[config.mk]
export PLATFORM = sky130hd
export DESIGN_NAME = round_robin_slice_scheduler_unit
export DESIGN_NICKNAME = d
export VERILOG_FILES = /design/src/rtl/rrss_pkg.sv /design/src/rtl/rrss_table.sv /design/src/rtl/rrss_scan.sv /design/src/rtl/round_robin_slice_scheduler_unit.sv
export SDC_FILE = /design/constraint.sdc
export NUM_CORES = 2
export LEC_CHECK = 0
export BUFFER_PORTS_ARGS = -buffer_cell sky130_fd_sc_hd__buf_2
export CORE_MARGIN = 2
export CORE_UTILIZATION = 40
export CTS_BUF_LIST = sky130_fd_sc_hd__clkbuf_2
export DETAILED_ROUTE_END_ITERATION = 8
export GPL_TIMING_DRIVEN = 0
export PLACE_DENSITY = 0.51
export SYNTH_ARGS = -nofsm -noshare
export SYNTH_HDL_FRONTEND = slang
export SYNTH_SLANG_ARGS = --single-unit
export TNS_END_PERCENT = 10
[constraint.sdc]
create_clock -name clk -period 12.08 [get_ports clk]
set_input_delay 1.812 -clock clk [delete_from_list [all_inputs] [get_ports clk]]
set_output_delay 1.812 -clock clk [all_outputs]
set_load 0.05 [all_outputs]
[src/rtl/rrss_pkg.sv]
// Package for the round-robin slice scheduler.
// Holds sizes, input kind codes, the table entry type, the scan result type and the FSM states.
// No dependencies.
package rrss_pkg;

  // sizes
  localparam int MAX_PROCS = 64;
  localparam int IDX_W     = $clog2(MAX_PROCS);
  localparam int CNT_W     = $clog2(MAX_PROCS + 1);
  localparam int TIME_W    = 24;
  localparam int VAL_W     = 16;

  // input kinds
  localparam logic [1:0] KIND_CLEAR = 2'd0;
  localparam logic [1:0] KIND_LOAD  = 2'd1;
  localparam logic [1:0] KIND_SLICE = 2'd2;

  // one process table entry
  typedef struct packed {
    logic [VAL_W-1:0] arrival;
    logic [VAL_W-1:0] remaining;
  } entry_t;

  // scan outcome: the chosen entry, and whether it was already ready
  typedef struct packed {
    logic             ready;
    logic [IDX_W-1:0] idx;
    logic [VAL_W-1:0] arrival;
    logic [VAL_W-1:0] remaining;
  } scan_res_t;

  // control states
  typedef enum logic [1:0] {
    ST_IDLE,
    ST_SCAN,
    ST_RESULT
  } state_t;

endpackage

[src/rtl/rrss_table.sv]
// Process table memory: one write port, one read port, read data registered.
// Depends on rrss_pkg.
module rrss_table (
  input  logic                  clk,
  input  logic                  wr_en,
  input  logic [rrss_pkg::IDX_W-1:0] wr_addr,
  input  rrss_pkg::entry_t      wr_data,
  input  logic [rrss_pkg::IDX_W-1:0] rd_addr,
  output rrss_pkg::entry_t      rd_data
);
  import rrss_pkg::*;

  entry_t mem [MAX_PROCS];

  // synchronous write
  always_ff @(posedge clk) begin
    if (wr_en) begin
      mem[wr_addr] <= wr_data;
    end
  end

  // synchronous read, read data registered
  always_ff @(posedge clk) begin
    rd_data <= mem[rd_addr];
  end

endmodule

[src/rtl/rrss_scan.sv]
// Scan engine: walks the table from the rotating pointer, wrapping, one read per cycle.
// Stops at the first ready entry, else returns the first unfinished entry of earliest arrival.
// Depends on rrss_pkg; drives the read port of rrss_table.
module rrss_scan (
  input  logic                        clk,
  input  logic                        rst_n,
  input  logic                        start,
  input  logic [rrss_pkg::IDX_W-1:0]  ptr,
  input  logic [rrss_pkg::CNT_W-1:0]  count,
  input  logic [rrss_pkg::TIME_W-1:0] cur_time,
  output logic [rrss_pkg::IDX_W-1:0]  rd_addr,
  input  rrss_pkg::entry_t            rd_data,
  output logic                        done,
  output rrss_pkg::scan_res_t         res
);
  import rrss_pkg::*;

  logic             busy_r, busy_nxt;
  logic [IDX_W-1:0] addr_r, addr_nxt;
  logic [CNT_W-1:0] left_r, left_nxt;
  logic             pend_r, pend_nxt;
  logic [IDX_W-1:0] pend_idx_r, pend_idx_nxt;
  logic             best_vld_r, best_vld_nxt;
  scan_res_t        best_r, best_nxt;
  logic             done_r, done_nxt;

  logic             unfinished;
  logic             ready_now;
  logic             issue;
  logic [CNT_W-1:0] addr_inc;

  // classify the entry returned by the memory
  assign unfinished = pend_r && (rd_data.remaining != '0);
  assign ready_now  = unfinished &&
                      ({{(TIME_W-VAL_W){1'b0}}, rd_data.arrival} <= cur_time);

  assign issue    = busy_r && (left_r != '0) && !ready_now;
  assign addr_inc = {1'b0, addr_r} + CNT_W'(1);
  assign rd_addr  = addr_r;

  // scan sequencing and candidate tracking
  always_comb begin
    busy_nxt     = busy_r;
    addr_nxt     = addr_r;
    left_nxt     = left_r;
    pend_nxt     = 1'b0;
    pend_idx_nxt = pend_idx_r;
    best_vld_nxt = best_vld_r;
    best_nxt     = best_r;
    done_nxt     = 1'b0;
    if (start) begin
      busy_nxt     = 1'b1;
      addr_nxt     = ptr;
      left_nxt     = count;
      best_vld_nxt = 1'b0;
    end else if (busy_r) begin
      if (issue) begin
        pend_nxt     = 1'b1;
        pend_idx_nxt = addr_r;
        addr_nxt     = (addr_inc == count) ? '0 : addr_inc[IDX_W-1:0];
        left_nxt     = left_r - CNT_W'(1);
      end
      if (ready_now) begin
        best_vld_nxt       = 1'b1;
        best_nxt.ready     = 1'b1;
        best_nxt.idx       = pend_idx_r;
        best_nxt.arrival   = rd_data.arrival;
        best_nxt.remaining = rd_data.remaining;
        busy_nxt           = 1'b0;
        done_nxt           = 1'b1;
      end else begin
        if (unfinished && (!best_vld_r || (rd_data.arrival < best_r.arrival))) begin
          best_vld_nxt       = 1'b1;
          best_nxt.ready     = 1'b0;
          best_nxt.idx       = pend_idx_r;
          best_nxt.arrival   = rd_data.arrival;
          best_nxt.remaining = rd_data.remaining;
        end
        if (!pend_r && (left_r == '0)) begin
          busy_nxt = 1'b0;
          done_nxt = 1'b1;
        end
      end
    end
  end

  // control registers
  always_ff @(posedge clk) begin
    if (!rst_n) begin
      busy_r     <= 1'b0;
      pend_r     <= 1'b0;
      done_r     <= 1'b0;
      best_vld_r <= 1'b0;
    end else begin
      busy_r     <= busy_nxt;
      pend_r     <= pend_nxt;
      done_r     <= done_nxt;
      best_vld_r <= best_vld_nxt;
    end
  end

  // payload registers
  always_ff @(posedge clk) begin
    addr_r     <= addr_nxt;
    left_r     <= left_nxt;
    pend_idx_r <= pend_idx_nxt;
    best_r     <= best_nxt;
  end

  assign done = done_r;
  assign res  = best_r;

endmodule

[src/rtl/round_robin_slice_scheduler_unit.sv]
// Round-robin time-slice scheduler, top level: control FSM, scheduler state, result register.
// Depends on rrss_pkg, rrss_table and rrss_scan.
//
// Usage:
//   Input channel (in_valid / in_stall): in_kind selects clear table, load process or
//   request next slice; in_arrival_time and in_burst_time matter for loads only.
//   Result channel (out_valid / out_stall): one transfer per slice request, none for
//   clear or load. The quantum register is written through cfg_wr_en / cfg_wr_data.
//   Clear and load are accepted back to back. A slice request walks the process
//   table through the single read port of the table memory, one entry per cycle:
//   its result is registered once the scan ends (early when a ready process is
//   found), or without a scan when the table is empty or finished; the next
//   item is accepted once that result is registered.
//   in_stall is high while a request is in progress.
//   A finished result sits in the output register; the next item is accepted while
//   it waits. If the receiver still stalls when the next result is ready, that
//   result waits in the control logic and inputs stay stalled.
//   Reset: synchronous, active low; clears the process count, the clock, the pointer
//   and sets quantum to 1. The table memory is not cleared and needs no clearing pass.
module round_robin_slice_scheduler_unit (
  input  logic                        clk,
  input  logic                        rst_n,
  input  logic                        cfg_wr_en,
  input  logic [rrss_pkg::VAL_W-1:0]  cfg_wr_data,
  input  logic                        in_valid,
  output logic                        in_stall,
  input  logic [1:0]                  in_kind,
  input  logic [rrss_pkg::VAL_W-1:0]  in_arrival_time,
  input  logic [rrss_pkg::VAL_W-1:0]  in_burst_time,
  output logic                        out_valid,
  input  logic                        out_stall,
  output logic [rrss_pkg::TIME_W-1:0] out_slice_start,
  output logic [rrss_pkg::TIME_W-1:0] out_slice_end,
  output logic [rrss_pkg::IDX_W-1:0]  out_process_id,
  output logic [rrss_pkg::VAL_W-1:0]  out_run_length,
  output logic [rrss_pkg::VAL_W-1:0]  out_time_left,
  output logic                        out_all_done
);
  import rrss_pkg::*;

  state_t            state_r, state_nxt;
  logic [CNT_W-1:0]  count_r;
  logic [CNT_W-1:0]  fin_r;
  logic [TIME_W-1:0] time_r;
  logic [IDX_W-1:0]  ptr_r;
  logic [VAL_W-1:0]  quantum_r;
  logic              alldone_r;

  logic              out_valid_r;
  logic [TIME_W-1:0] out_start_r;
  logic [TIME_W-1:0] out_end_r;
  logic [IDX_W-1:0]  out_pid_r;
  logic [VAL_W-1:0]  out_run_r;
  logic [VAL_W-1:0]  out_left_r;
  logic              out_done_r;

  logic              in_xfer;
  logic              out_free;
  logic              do_clear, do_load, do_req, do_result;
  logic              scan_start, scan_done;
  scan_res_t         scan_res;

  logic              wr_en;
  logic [IDX_W-1:0]  wr_addr;
  entry_t            wr_data;
  logic [IDX_W-1:0]  rd_addr;
  entry_t            rd_data;

  logic [VAL_W-1:0]  q_eff;
  logic [VAL_W-1:0]  run_len;
  logic [TIME_W-1:0] t_start;
  logic [TIME_W-1:0] t_end;
  logic [CNT_W-1:0]  idx_inc;
  logic              table_full;
  logic              all_fin;

  assign in_stall = (state_r != ST_IDLE);
  assign in_xfer  = in_valid && !in_stall;
  assign out_free = !out_valid_r || !out_stall;

  assign table_full = (count_r >= CNT_W'(MAX_PROCS));
  assign all_fin    = (fin_r >= count_r);

  // slice arithmetic on the chosen entry
  assign q_eff   = (quantum_r == '0) ? VAL_W'(1) : quantum_r;
  assign run_len = (q_eff < scan_res.remaining) ? q_eff : scan_res.remaining;
  assign t_start = scan_res.ready ? time_r : {{(TIME_W-VAL_W){1'b0}}, scan_res.arrival};
  assign t_end   = t_start + {{(TIME_W-VAL_W){1'b0}}, run_len};
  assign idx_inc = {1'b0, scan_res.idx} + CNT_W'(1);

  // next state
  always_comb begin
    state_nxt = state_r;
    unique case (state_r)
      ST_IDLE: begin
        if (in_xfer && (in_kind == KIND_SLICE)) begin
          state_nxt = all_fin ? ST_RESULT : ST_SCAN;
        end
      end
      ST_SCAN: begin
        if (scan_done) begin
          state_nxt = ST_RESULT;
        end
      end
      ST_RESULT: begin
        if (out_free) begin
          state_nxt = ST_IDLE;
        end
      end
      default: state_nxt = ST_IDLE;
    endcase
  end

  // control strobes
  always_comb begin
    do_clear   = 1'b0;
    do_load    = 1'b0;
    do_req     = 1'b0;
    do_result  = 1'b0;
    scan_start = 1'b0;
    unique case (state_r)
      ST_IDLE: begin
        do_clear   = in_xfer && (in_kind == KIND_CLEAR);
        do_load    = in_xfer && (in_kind == KIND_LOAD) && !table_full;
        do_req     = in_xfer && (in_kind == KIND_SLICE);
        scan_start = do_req && !all_fin;
      end
      ST_SCAN:   ;
      ST_RESULT: do_result = out_free;
      default:   ;
    endcase
  end

  // table write port: load appends, result writes back remaining time
  always_comb begin
    wr_en             = 1'b0;
    wr_addr           = count_r[IDX_W-1:0];
    wr_data.arrival   = in_arrival_time;
    wr_data.remaining = in_burst_time;
    if (do_load) begin
      wr_en = 1'b1;
    end else if (do_result && !alldone_r) begin
      wr_en             = 1'b1;
      wr_addr           = scan_res.idx;
      wr_data.arrival   = scan_res.arrival;
      wr_data.remaining = scan_res.remaining - run_len;
    end
  end

  rrss_table u_table (
    .clk     (clk),
    .wr_en   (wr_en),
    .wr_addr (wr_addr),
    .wr_data (wr_data),
    .rd_addr (rd_addr),
    .rd_data (rd_data)
  );

  rrss_scan u_scan (
    .clk      (clk),
    .rst_n    (rst_n),
    .start    (scan_start),
    .ptr      (ptr_r),
    .count    (count_r),
    .cur_time (time_r),
    .rd_addr  (rd_addr),
    .rd_data  (rd_data),
    .done     (scan_done),
    .res      (scan_res)
  );

  // scheduler state
  always_ff @(posedge clk) begin
    if (!rst_n) begin
      state_r   <= ST_IDLE;
      count_r   <= '0;
      fin_r     <= '0;
      time_r    <= '0;
      ptr_r     <= '0;
      quantum_r <= VAL_W'(1);
      alldone_r <= 1'b0;
    end else begin
      state_r <= state_nxt;
      if (cfg_wr_en) begin
        quantum_r <= cfg_wr_data;
      end
      if (do_clear) begin
        count_r <= '0;
        fin_r   <= '0;
        time_r  <= '0;
        ptr_r   <= '0;
      end
      if (do_load) begin
        count_r <= count_r + CNT_W'(1);
        if (in_burst_time == '0) begin
          fin_r <= fin_r + CNT_W'(1);
        end
      end
      if (do_req) begin
        alldone_r <= all_fin;
      end
      if (do_result && !alldone_r) begin
        time_r <= t_end;
        if (run_len == scan_res.remaining) begin
          fin_r <= fin_r + CNT_W'(1);
        end
        ptr_r <= (idx_inc >= count_r) ? '0 : idx_inc[IDX_W-1:0];
      end
    end
  end

  // output valid
  always_ff @(posedge clk) begin
    if (!rst_n) begin
      out_valid_r <= 1'b0;
    end else if (do_result) begin
      out_valid_r <= 1'b1;
    end else if (!out_stall) begin
      out_valid_r <= 1'b0;
    end
  end

  // output payload
  always_ff @(posedge clk) begin
    if (do_result) begin
      if (alldone_r) begin
        out_start_r <= time_r;
        out_end_r   <= time_r;
        out_pid_r   <= '0;
        out_run_r   <= '0;
        out_left_r  <= '0;
        out_done_r  <= 1'b1;
      end else begin
        out_start_r <= t_start;
        out_end_r   <= t_end;
        out_pid_r   <= scan_res.idx;
        out_run_r   <= run_len;
        out_left_r  <= scan_res.remaining - run_len;
        out_done_r  <= 1'b0;
      end
    end
  end

  assign out_valid       = out_valid_r;
  assign out_slice_start = out_start_r;
  assign out_slice_end   = out_end_r;
  assign out_process_id  = out_pid_r;
  assign out_run_length  = out_run_r;
  assign out_time_left   = out_left_r;
  assign out_all_done    = out_done_r;

endmodule

==> results by group <==
Critical path
  – Crit-path max FO: 18
  – R2R Path End: u_table.mem[49][15]
  – Worst endpoint data arrival time: between 9 and 10 ns
  – Worst Setup SP: quantum_r[5]
  – Worst R2R Start: quantum_r[5]
  – Worst Setup EP: u_table.mem[49][15]
  – R2R Setup Slk: 4.45 ns
  – Critical Path Source Type: flip-flop
  – CP Capture Type: flip-flop
  – Setup CP Type: reg2reg
  – CP required: 13.73 ns
  – Depth of the worst register-to-register path: 24

Synth
  – FF+latch count, synth: between 2000 and 2500
  – Sequential cell area fraction in the yosys report: 74.59%
  – Synth Area in Simple Gates: 2.950%
  – Post-Syn Area per Cell: 20.71 um^2
  – Cell Area, Synth: roughly 0.091 mm^2
  – Cells after Synth: 4392
  – Count of cell types in the netlist: 77
  – EDFF count, synth: around 2200
  – Main synth FF type: edfxtp_1
  – Synthesized-area fraction occupied by xor and xnor cells: less than 1%
  – Compound-gate portion of the synthesized area: under 10%
  – Area share of fa/ha/maj cells after synthesis: around 1.2%
  – Syn. warnings: 0
  – Syn_nets: between 4000 and 5000
  – Mux contribution to synthesized area: between 10% and 20%
  – Async SR Flop Fraction: 0%
  – Main combinational cell family by area after synthesis: multiplexers

Floorplanning
  – Initial core utilization: 40.10%
  – Number of I/O pins: approximately 140
  – Die width: 480.9 um
  – Die ar.: 0.2313 mm^2
  – # rows: between 150 and 200
  – Vert. Die Dim: between 400 and 500 um
  – Core Area: around 0.23 mm^2

Layout
  – NumNets Final: around 5400
  – Share of cells above drive strength 1: between 30% and 40%
  – Synthesis-to-finish area growth: 14.67%
  – Fillers: slightly below 20000
  – Final instance area: about 0.10 mm^2

Global routing
  – Overflow after GRT: 0
  – Overall routing resource usage: between 20% and 30%
  – Largest net degree at the start of global routing: 45
  – Initial antenna violation count: 26
  – Global-route wire length before repair: around 380 mm
  – Vias in the first global route: about 50000

STA
  – Crit path time final: roughly 7.6 ns
  – Final Hold Viols: 0
  – Final worst-path setup slack: ~4.5 ns
  – Relative slew slack: under 10%
  – Skew final: 0.1425 ns
  – Setup TNS: 0 ns
  – Slew @ Worst Pin: 1.398 ns
  – Achievable frequency: about 0.13 GHz
  – Unrepaired setup endpoints after global routing: false
  – Slew Limit Fails: 0
  – Final setup fails: 0
  – Tcrit/Tclk final: between 60% and 70%

Clocking
  – Num CTS Buffers: 607
  – Clk_lat worst skew: between 1.5 and 2 ns
  – Clock-pin slew on the worst setup and hold paths: approximately 0.090 ns
  – H-tree lvl count: 6
  – Max clock buf depth: 4
  – CTS tree: done
  – Root Driver: clkbuf_2
  – Clk sinks: between 2000 and 2500

Placement
  – Global placement routability congestion: around 0.9
  – Dpl ws: about 4.7 ns
  – Placed inst area: roughly 0.099 mm^2
  – Port buffer count: approximately 140
  – HPWL after detailed placement: around 190 mm

Power and ir drop
  – Sw Share: between 20% and 30%
  – Lkg Pwr: roughly 34 nW
  – Clk pwr share: 35.7%
  – PwrDens: 138.9 mW/mm^2
  – Int Pwr: 10.94 mW
  – Comb power frac: between 3 and 4%
  – Final Power: 14.49 mW
  – Flop pwr share: slightly above 60%
  – Sw power: between 3 and 4 mW
  – VDD IR max: roughly 76 uV

Detailed routing
  – Routed WL: between 200 and 300 mm
  – Final ANT Viol Nets: 0
  – Drt drc: 0
  – Post-DR vias/cell: between 5 and 6
  – DRT iter0 DRCs: 5164
  – DR WL/cell: about 31 um
  – Total number of vias: slightly below 50000
  – First-pass DRT Iterations: 5

Min path
  – Min-Delay Path Class: in2reg

Outcome
  – Outcome: completed

Run
  – Max-Cap Viols: 0
-- logic make-up after synthesis --
kind of cell             Yosys count
AO/OA/AOI/OAI                    352
XOR/XNOR                          55
adder cells (fa/ha/maj)           90
buffers and inverters            320
flip-flops                      2293
multiplexers                     697
AND/OR/NAND/NOR                  585
-- cell usage after synthesis, types with 16 or more instances --
| cell type | instances | area [um^2] |
|---|---|---|
| edfxtp_1 | 2193 | 65850 |
| nand4_1 | 16 | 100.1 |
| clkbuf_1 | 171 | 641.9 |
| nor2_1 | 203 | 762.0 |
| and3_1 | 17 | 106.4 |
| xnor2_1 | 32 | 280.3 |
| nor2b_1 | 23 | 143.9 |
| mux4_2 | 672 | 15130 |
| o21ai_0 | 116 | 580.6 |
| xor2_1 | 23 | 201.4 |
| a21o_1 | 23 | 172.7 |
| nand2b_1 | 20 | 125.1 |
| nand3_1 | 44 | 220.2 |
| buf_1 | 57 | 214.0 |
| inv_1 | 87 | 326.6 |
| ha_1 | 85 | 1064 |
| nor4_1 | 16 | 100.1 |
| a21oi_1 | 96 | 480.5 |
| nand2_1 | 177 | 664.4 |
| dfxtp_1 | 100 | 2002 |
| mux2i_1 | 20 | 200.2 |
| nor3_1 | 18 | 90.09 |
-- per-stage QoR --
step	instances	utilization, %	hold slack, ns
floorplan	4392	-	0.4003
global placement	7542	42.08	0.4031
detailed placement	7674	43.68	0.4045
CTS	8694	45.97	0.03513
global route	8698	45.98	0.1924
finish	8706	45.99	0.3334
-- worst max-delay path: stages, from the launching register on --
cell and delay [ns]:
dfxtp_1 0.64, clkbuf_1 0.15, ha_1 0.24, a21o_1 0.16
a21o_1 0.17, a21oi_1 0.29, or2_2 0.17, buf_1 0.45
nand2_1 0.28, clkbuf_1 0.37, buf_1 0.35, o21ai_0 0.61
ha_1 0.36, nand3_1 0.12, o21ai_0 0.57, o32a_1 0.23
o41ai_1 0.10, a221oi_1 0.56, o21ai_0 0.26, nand2_1 0.19
nor3_1 0.10, a211oi_4 0.33, buf_8 0.23, buf_16 0.18
buf_8 0.19
-- sequential cells by signal, summed over array words and instances (netlist names), 2 cells and up --
register / count
u_scan.pend_idx_r: 6
ptr_r: 6
state_r: 2
out_run_length: 16
quantum_r: 16
out_process_id: 6
u_scan.res: 39
out_slice_end: 24
fin_r: 7
u_table.mem: 2048
out_slice_start: 24
u_scan.left_r: 7
u_scan.rd_addr: 6
count_r: 7
u_table.rd_data: 32
out_time_left: 16
time_r: 24
-- cells in the final DEF (no fill, tap or decap), types with 95 or more instances in the layout --
cell type and count:
mux4_2 672, nand2_1 175, clkbuf_2 899, buf_2 142
a21oi_1 95, nor2_1 139, clkbuf_1 162, edfxtp_1 2193
dfxtp_1 100, buf_12 104
-- timing repair --
action | in CTS | in global routing
buffers inserted | 0 | 0
hold endpoints to repair | 17 | 0
gates resized for setup | 0 | 0
hold buffers | 17 | 0
-- metal layers --
metal	vias to the layer above	track usage, %	wire length, um	part of all wire [%]
met5	-	0	28	0.010
met4	4	9.810	10320	3.8
met3	386	5.029	19070	7.0
met2	1950	36.60	127400	47
met1	25750	32.82	117100	43
li1	20350	-	-	-
-- power by group through the flow --
stage	Combinational, mW	Clock [mW]	Sequential (mW)
after floorplan	0.215	0	8.99
after global placement	0.446	0	9.02
after detailed placement	0.548	0	8.95
after CTS	0.553	5.34	8.76
after global routing	0.586	5.74	8.77
final	0.553	5.17	8.76
-- how the worst min path moves through the flow --
stage / depth (start not counted) / slack, ns / endpoint / from
3_5_place_dp: 0 / 0.40 / u_scan.res[36] / u_scan.pend_idx_r[4]
6_report: 4 / 0.33 / alldone_r / in_kind[0]
5_1_grt: 3 / 0.19 / out_valid / out_stall
4_1_cts: 4 / 0.04 / alldone_r / in_kind[0]
3_3_place_gp: 0 / 0.40 / u_scan.res[36] / u_scan.pend_idx_r[4]
2_1_floorplan: 0 / 0.40 / u_scan.res[32] / u_scan.pend_idx_r[0]
-- layout make-up --
type | instances | area (um^2) | share of cell area, %
multi-input combinational | 1779 | 22750 | 21.81
inverter | 88 | 330.3 | 0.3166
antenna | 11 | 27.53 | 0.02639
tap | 3009 | 3765 | 3.609
sequential | 2293 | 67860 | 65.05
clock buffer | 890 | 4454 | 4.270
buffer | 232 | 905.9 | 0.8684
clock inverter | 113 | 573.1 | 0.5493
timing repair buffer | 291 | 3657 | 3.506
No activity file was read; power rests on OpenSTA's default activity.
